[src/rtl/mpc_pkg.sv]
`default_nettype none
package mpc_pkg;

    // Field widths
    localparam int unsigned LINE_W   = 6;
    localparam int unsigned PUSH_W   = 11;
    localparam int unsigned MS_W     = 13;
    localparam int unsigned ACTION_W = 2;
    localparam int unsigned CFG_IDX_W = 1;
    localparam int unsigned CFG_DATA_W = 11;

    // Saturation value of the millisecond counters
    localparam logic [MS_W-1:0] MS_MAX = '1;

    // Reset values of the configuration registers
    localparam logic [LINE_W-1:0] WATCHED_LINE_RST = LINE_W'(27);
    localparam logic [PUSH_W-1:0] PUSH_INTERVAL_RST = PUSH_W'(600);

    // Input item kinds
    typedef enum logic {
        OP_TICK = 1'b0,
        OP_EDGE = 1'b1
    } t_opcode;

    // Configuration register indexes
    typedef enum logic [CFG_IDX_W-1:0] {
        CFG_WATCHED_LINE  = 1'b0,
        CFG_PUSH_INTERVAL = 1'b1
    } t_cfg_idx;

    // Classification of a finished burst
    typedef enum logic [ACTION_W-1:0] {
        ACT_SINGLE = 2'd0,
        ACT_DOUBLE = 2'd1,
        ACT_TRIPLE = 2'd2,
        ACT_MORE   = 2'd3
    } t_action;

endpackage
`default_nettype wire

[src/rtl/mpc_if.sv]
`default_nettype none

// Input item channel: tick or falling edge on a line
interface mpc_in_if import mpc_pkg::*; ();
    logic               valid;
    logic               ready;
    t_opcode            opcode;
    logic [LINE_W-1:0]  line;

    modport source (output valid, opcode, line, input ready);
    modport sink   (input valid, opcode, line, output ready);
endinterface

// Result channel: one action per finished burst
interface mpc_out_if import mpc_pkg::*; ();
    logic    valid;
    logic    ready;
    t_action action;

    modport source (output valid, action, input ready);
    modport sink   (input valid, action, output ready);
endinterface

// Configuration write channel
interface mpc_cfg_if import mpc_pkg::*; ();
    logic                  valid;
    logic                  ready;
    t_cfg_idx              index;
    logic [CFG_DATA_W-1:0] data;

    modport source (output valid, index, data, input ready);
    modport sink   (input valid, index, data, output ready);
endinterface

`default_nettype wire

[src/rtl/multi_press_classifier.sv]
`default_nettype none
// Multi-press classifier for one watched input line.
// i_in carries input transactions: a 1 ms tick or a falling edge on a line.
// o_out carries one action per finished burst: single, double, triple, or
// four and more presses. i_cfg writes the watched line and the push interval
// P; it is always ready and must only be used while the block is idle.
// A transaction is captured into an input register; when the output register
// is free, the burst state is updated and any action is placed there.
// An action becomes valid on o_out at the edge that updates the burst state
// with the tick ending its burst.
// Throughput is one transaction per cycle while o_out is not stalled, set by the single update stage.
// When o_out stalls with an action held, the update stage stops: the input
// register keeps any transaction it holds, with i_in.ready low, until the action
// is taken, so nothing is lost or repeated.
// Reset clears the burst state, both valid flags, and loads watched line 27
// and interval 600 ms. No clearing pass is needed after reset.
// A burst ends on the tick that brings the time since its first press to 4*P.
// Presses count only when 0.5*P <= time since last press < 1.5*P.
module multi_press_classifier
    import mpc_pkg::*;
#(
    parameter int unsigned COUNT_MAX = 7
) (
    input  wire logic i_clk,
    input  wire logic i_rst_n,
    mpc_in_if.sink    i_in,
    mpc_out_if.source o_out,
    mpc_cfg_if.sink   i_cfg
);

    localparam int unsigned CNT_W = $clog2(COUNT_MAX + 1);
    localparam logic [CNT_W-1:0] CNT_SAT = CNT_W'(COUNT_MAX);

    // Configuration registers
    logic [LINE_W-1:0] r_watched_line;
    logic [PUSH_W-1:0] r_push_interval;

    // Input register
    logic              r_in_valid;
    t_opcode           r_opcode;
    logic [LINE_W-1:0] r_line;

    // Burst state
    logic              r_active,     n_active;
    logic [CNT_W-1:0]  r_count,      n_count;
    logic [MS_W-1:0]   r_ms_last,    n_ms_last;
    logic [MS_W-1:0]   r_ms_first,   n_ms_first;

    // Output register
    logic              r_out_valid;
    t_action           r_action,     n_action;
    logic              n_emit;

    logic              out_free;
    logic              process;
    logic [MS_W:0]     twice_last;
    logic [MS_W:0]     lo_bound;
    logic [MS_W:0]     hi_bound;
    logic [MS_W-1:0]   limit;
    logic [MS_W-1:0]   inc_last;
    logic [MS_W-1:0]   inc_first;
    logic              in_window;

    assign out_free   = !r_out_valid || o_out.ready;
    assign process    = r_in_valid && out_free;
    assign i_in.ready = !r_in_valid || out_free;
    assign i_cfg.ready = 1'b1;

    assign o_out.valid  = r_out_valid;
    assign o_out.action = r_action;

    // Configuration writes
    always_ff @(posedge i_clk) begin
        if (!i_rst_n) begin
            r_watched_line  <= WATCHED_LINE_RST;
            r_push_interval <= PUSH_INTERVAL_RST;
        end else if (i_cfg.valid) begin
            case (i_cfg.index)
                CFG_WATCHED_LINE:  r_watched_line  <= i_cfg.data[LINE_W-1:0];
                CFG_PUSH_INTERVAL: r_push_interval <= i_cfg.data[PUSH_W-1:0];
                default: ;
            endcase
        end
    end

    // Capture input transactions
    always_ff @(posedge i_clk) begin
        if (!i_rst_n) begin
            r_in_valid <= 1'b0;
        end else if (i_in.ready) begin
            r_in_valid <= i_in.valid;
        end
    end

    always_ff @(posedge i_clk) begin
        if (i_in.valid && i_in.ready) begin
            r_opcode <= i_in.opcode;
            r_line   <= i_in.line;
        end
    end

    // Window bounds and burst length
    assign twice_last = {r_ms_last, 1'b0};
    assign lo_bound   = (MS_W+1)'(r_push_interval);
    assign hi_bound   = (MS_W+1)'(r_push_interval) + (MS_W+1)'({r_push_interval, 1'b0});
    assign limit      = MS_W'({r_push_interval, 2'b00});
    assign in_window  = (lo_bound <= twice_last) && (twice_last < hi_bound);
    assign inc_last   = (r_ms_last  == MS_MAX) ? MS_MAX : r_ms_last  + MS_W'(1);
    assign inc_first  = (r_ms_first == MS_MAX) ? MS_MAX : r_ms_first + MS_W'(1);

    // Update the burst state for one transaction
    always_comb begin
        n_active   = r_active;
        n_count    = r_count;
        n_ms_last  = r_ms_last;
        n_ms_first = r_ms_first;
        n_emit     = 1'b0;
        n_action   = ACT_SINGLE;

        if (r_count >= CNT_W'(4)) begin
            n_action = ACT_MORE;
        end else if (r_count == '0) begin
            n_action = ACT_SINGLE;
        end else begin
            n_action = t_action'(ACTION_W'(r_count - CNT_W'(1)));
        end

        if (r_opcode == OP_EDGE) begin
            if (r_line == r_watched_line) begin
                if (!r_active) begin
                    n_active   = 1'b1;
                    n_count    = CNT_W'(1);
                    n_ms_last  = '0;
                    n_ms_first = '0;
                end else if (in_window) begin
                    if (r_count < CNT_SAT) begin
                        n_count = r_count + CNT_W'(1);
                    end
                    n_ms_last = '0;
                end
            end
        end else if (r_active) begin
            n_ms_last  = inc_last;
            n_ms_first = inc_first;
            if (inc_first >= limit) begin
                n_emit     = 1'b1;
                n_active   = 1'b0;
                n_count    = '0;
                n_ms_last  = '0;
                n_ms_first = '0;
            end
        end
    end

    // Advance burst state
    always_ff @(posedge i_clk) begin
        if (!i_rst_n) begin
            r_active   <= 1'b0;
            r_count    <= '0;
            r_ms_last  <= '0;
            r_ms_first <= '0;
        end else if (process) begin
            r_active   <= n_active;
            r_count    <= n_count;
            r_ms_last  <= n_ms_last;
            r_ms_first <= n_ms_first;
        end
    end

    // Hold the result until taken
    always_ff @(posedge i_clk) begin
        if (!i_rst_n) begin
            r_out_valid <= 1'b0;
        end else if (out_free) begin
            r_out_valid <= process && n_emit;
        end
    end

    always_ff @(posedge i_clk) begin
        if (process && n_emit) begin
            r_action <= n_action;
        end
    end

endmodule
`default_nettype wire
[src/flat_wrapper.sv]
// flat-port wrapper written by rule: the top's interface ports become plain ports
module multi_press_classifier_flat import mpc_pkg::*;
#(
    parameter int unsigned COUNT_MAX = 7
)
  (i_clk, i_rst_n, i_in_valid, i_in_opcode, i_in_line, i_in_ready, o_out_valid, o_out_action, o_out_ready, i_cfg_valid, i_cfg_index, i_cfg_data, i_cfg_ready);
  mpc_in_if i_in_i ();
  mpc_out_if o_out_i ();
  mpc_cfg_if i_cfg_i ();
  input  wire logic i_clk;
  input  wire logic i_rst_n;
  input wire logic [$bits(i_in_i.valid)-1:0] i_in_valid;
  input wire logic [$bits(i_in_i.opcode)-1:0] i_in_opcode;
  input wire logic [$bits(i_in_i.line)-1:0] i_in_line;
  output wire logic [$bits(i_in_i.ready)-1:0] i_in_ready;
  output wire logic [$bits(o_out_i.valid)-1:0] o_out_valid;
  output wire logic [$bits(o_out_i.action)-1:0] o_out_action;
  input wire logic [$bits(o_out_i.ready)-1:0] o_out_ready;
  input wire logic [$bits(i_cfg_i.valid)-1:0] i_cfg_valid;
  input wire logic [$bits(i_cfg_i.index)-1:0] i_cfg_index;
  input wire logic [$bits(i_cfg_i.data)-1:0] i_cfg_data;
  output wire logic [$bits(i_cfg_i.ready)-1:0] i_cfg_ready;
  assign i_in_i.valid = i_in_valid;
  assign i_in_i.opcode = i_in_opcode;
  assign i_in_i.line = i_in_line;
  assign i_in_ready = i_in_i.ready;
  assign o_out_valid = o_out_i.valid;
  assign o_out_action = o_out_i.action;
  assign o_out_i.ready = o_out_ready;
  assign i_cfg_i.valid = i_cfg_valid;
  assign i_cfg_i.index = i_cfg_index;
  assign i_cfg_i.data = i_cfg_data;
  assign i_cfg_ready = i_cfg_i.ready;
  multi_press_classifier #(.COUNT_MAX(COUNT_MAX)) u_core (.i_clk(i_clk), .i_rst_n(i_rst_n), .i_in(i_in_i), .o_out(o_out_i), .i_cfg(i_cfg_i));
endmodule
[config.mk]
export PLATFORM = sky130hd
export DESIGN_NAME = multi_press_classifier_flat
export DESIGN_NICKNAME = d
export VERILOG_FILES = /design/src/rtl/mpc_pkg.sv /design/src/rtl/mpc_if.sv /design/src/rtl/multi_press_classifier.sv /design/src/flat_wrapper.sv
export SDC_FILE = /design/constraint.sdc
export NUM_CORES = 1
export LEC_CHECK = 0
export ABC_AREA = 1
export BUFFER_PORTS_ARGS = -buffer_cell sky130_fd_sc_hd__buf_2
export CAP_MARGIN = 20
export CELL_PAD_IN_SITES_DETAIL_PLACEMENT = 0
export CELL_PAD_IN_SITES_GLOBAL_PLACEMENT = 1
export CORE_MARGIN = 3
export CORE_UTILIZATION = 35
export DETAILED_ROUTE_END_ITERATION = 16
export PLACE_DENSITY = 0.7
export SETUP_SLACK_MARGIN = 0.2
export SYNTH_ARGS = -nofsm -noshare
export SYNTH_HDL_FRONTEND = slang
export SYNTH_SLANG_ARGS = --single-unit
[constraint.sdc]
create_clock -name i_clk -period 4.8 [get_ports i_clk]
set_input_delay 0.48 -clock i_clk [delete_from_list [all_inputs] [get_ports i_clk]]
set_output_delay 0.48 -clock i_clk [all_outputs]
set_load 0.01 [all_outputs]
==> results.py <==
metrics = {
    "worst_hold_path": {
        "min_path_type": "input pin to flop",
        "min_path_cells": 1,
    },
    "timing": {
        "fin_crit_sh": 0.733,
        "skew_ns": 0.00473,
        "rsz0062_at_grt": "false",
        "max_slew_margin": 0.555,
        "fin_ws_ns": 1.28,
        "finalCriticalPeriod_ns": 3.52,
        "setup_tns_ns": 0,
        "setup_viol": 0,
        "fmax_mhz": 284,
        "maxSlewViolCount": 0,
        "hold_violations": 0,
        "tightest_slew_ns": 0.665,
    },
    "clocking": {
        "cts_tree": "built",
        "cts.hold.buffers_added": 0,
        "path_clk_slew_ns": 0.06,
        "cts_root_buf": "clkbuf_16",
        "cts_sinks": 58,
        "htreeDepth": 3,
        "cts_setup_buffers": 0,
        "cts_resized": 0,
        "clockBufferDepth": 2,
        "cts_buffers": 9,
        "insertion_delay_ns": 0.34,
    },
    "logic_synthesis": {
        "synth-simple-area-share": 0.287,
        "synth_top_family_by_area": "simple AND/OR/NAND/NOR gates",
        "synthArstFlopShare": 0,
        "post-synth-top-count-cell": "nand2_1",
        "synth-compound-area-share": 0.134,
        "yosys-top-cells-area": "dfxtp_1, nand2_1, ha_1",
        "synthXorXnorAreaFrac": 0.0395,
        "synth_edf_count": 9,
        "synth.distinct_cells": 38,
        "yosysWarningCount": 0,
        "synth_area_leader_cell": "dfxtp_1",
        "synthAdderAreaFrac": 0.144,
        "synth_area_um2": 4220,
        "ys.flop_type": "dfxtp_1",
        "avgSynthCellArea_um2": 6.83,
        "synth-seq-area-share": 0.297,
        "ys_ff_latch": 58,
        "synthMuxAreaShare": 0,
        "synthTopCellsByCount": "nand2_1, inv_1, nor2_1",
        "syn_inst": 617,
        "syn_nets": 689,
        "synth_top_area_frac": 0.233,
    },
    "floorplanning": {
        "die_y_um": 116,
        "start_util": 0.363,
        "core-area_um2": 11600,
        "rows": 39,
        "die_x_um": 116,
        "dieArea_um2": 13400,
        "ios": 29,
    },
    "critical_path": {
        "worst_setup_path_end_kind": "flop",
        "slowest_delay_ns": 0.55,
        "crit_family": "compound AO/OA/AOI/OAI gates",
        "path_class": "flop to flop",
        "critPathSlowestCell": "a21oi_4",
        "crit_chain": "ha_1 -> nand2_1 -> o21ai_0 -> nand2_1 -> o211ai_1 -> nand3_1 -> nand2_1 -> xor2_1 -> ha_1 -> nand2_1 -> nor3_1 -> o21ai_1 -> nand2_1 -> nor2_1 -> nand2_2 -> a21oi_4 -> nand3_1 -> nand2_1 -> nor2_1",
        "cp_common_cell": "nand2_1",
        "r2r_cells": 19,
        "worstSetupPathDepth": 19,
        "critPathMaxFanout": 28,
        "required_ns": 5.03,
        "cp.arrival_ns": 3.74,
        "critPathBufInv": 0,
        "startpoint_type": "flop",
        "r2r_slack_ns": 1.28,
    },
    "run_status": {
        "status": "finished clean",
    },
    "global_routing": {
        "grt_pass1_wl_um": 18400,
        "grt_use_total": 0.175,
        "antenna_found_initial": 0,
        "grt_max_degree": 29,
        "grt_pass1_vias": 3710,
        "grt-ovfl-total": 0,
    },
    "cells_and_area": {
        "antenna_cells": 0,
        "fin_nets": 714,
        "area_growth_pct": 12.3,
        "drive_gt1_frac": 0.0974,
    },
    "routing": {
        "route.detailed.drc": 0,
        "wl_um": 10600,
        "wl_per_cell_um": 13.4,
        "viasPerCell": 4.85,
        "dr_total_vias": 3830,
        "drtIter0Drc": 216,
        "ant_nets": 0,
        "dr.pass1.iters": 5,
    },
    "power_and_ir_drop": {
        "vdd_ir_drop_max_uv": 159,
        "power_density_nw_per_um2": 288,
        "p_leak_nw": 2.25,
    },
    "place": {
        "dpl_worst_slack_ns": 1.29,
        "gp_congestion": 0.909,
        "io_buffers": 27,
        "dp_hpwl_um": 8040,
    },
    "flow_run": {
        "cap_violations": 0,
    },
}
## power breakdown
part,internal [mW],switching [mW]
Sequential,0.512,0.0216
Combinational,0.0843,0.134
Clock,0.363,0.249
## flip-flops by register name (all words and copies together) (netlist names)
register                cells
u_core.o_out.action         2
u_core.o_out.valid          1
u_core.r_active             1
u_core.r_count              3
u_core.r_in_valid           1
u_core.r_line               6
u_core.r_ms_first          13
u_core.r_ms_last           13
u_core.r_opcode             1
u_core.r_push_interval     11
u_core.r_watched_line       6
## through the flow
| stage | hold slack [ns] | instance area [µm²] | power, mW | instances | utilization |
|---|---|---|---|---|---|
| CTS | 0.303 | 4730 | 1.38 | 790 | 0.408 |
| floorplan | 0.440 | 4220 | 0.707 | 617 | - |
| global placement | 0.451 | 4450 | 0.761 | 774 | 0.383 |
| detailed placement | 0.451 | 4450 | 0.764 | 774 | 0.383 |
| global route | 0.304 | 4730 | 1.45 | 790 | 0.408 |
| finish | 0.315 | 4730 | 1.36 | 790 | 0.408 |
## layout by cell type (no fill, tap or decap), types with 2 or more instances in the layout
cell type / count
nor3_1: 12
nor3_2: 2
nor2_1: 59
and2_1: 2
o211ai_1: 7
inv_1: 82
dfxtp_1: 49
clkinv_4: 2
nand2_2: 4
clkinvlp_4: 2
nand3_1: 27
ha_1: 47
nand4_1: 6
clkinv_2: 2
nand3b_1: 3
nor2_2: 2
edfxtp_1: 9
clkbuf_16: 9
o21ai_1: 14
o21ai_0: 22
a21oi_1: 54
xnor2_1: 3
inv_2: 6
nand3_2: 3
buf_2: 27
xor2_1: 16
nand2_1: 162
or2_2: 2
## logic make-up after synthesis
| logic type | Yosys count |
|---|---|
| DFF | 58 |
| AOI/OAI and AO/OA | 104 |
| adders and majority gates | 48 |
| and+or+nand+nor | 286 |
| buffers and inverters | 101 |
| xor gates and xnor gates | 19 |
| other | 1 |
## layer usage
metal	global-route usage	vias to the layer above	wire length (µm)
li1	-	2053	-
met1	0.231	1701	5180
met2	0.283	56	4840
met3	0.0371	20	298
met4	0.0650	0	261
met5	0	-	0
## final cells by class
class	instances	area (µm²)
Inverter	88	330
Tap cell	143	179
Sequential cell	58	1250
Multi-Input combinational cell	458	2560
Fill cell	1230	6880
Clock buffer	10	239
Clock inverter	6	42.5
Timing Repair Buffer	27	135
## worst paths after layout
check                          end                       from
max              u_core.r_count[2]  u_core.r_push_interval[2]
min               u_core.r_line[2]               i_in_line[2]
max reg2reg      u_core.r_count[2]  u_core.r_push_interval[2]
min reg2reg  u_core.r_ms_first[12]      u_core.r_ms_first[12]
(Power assumes the default switching activity.)
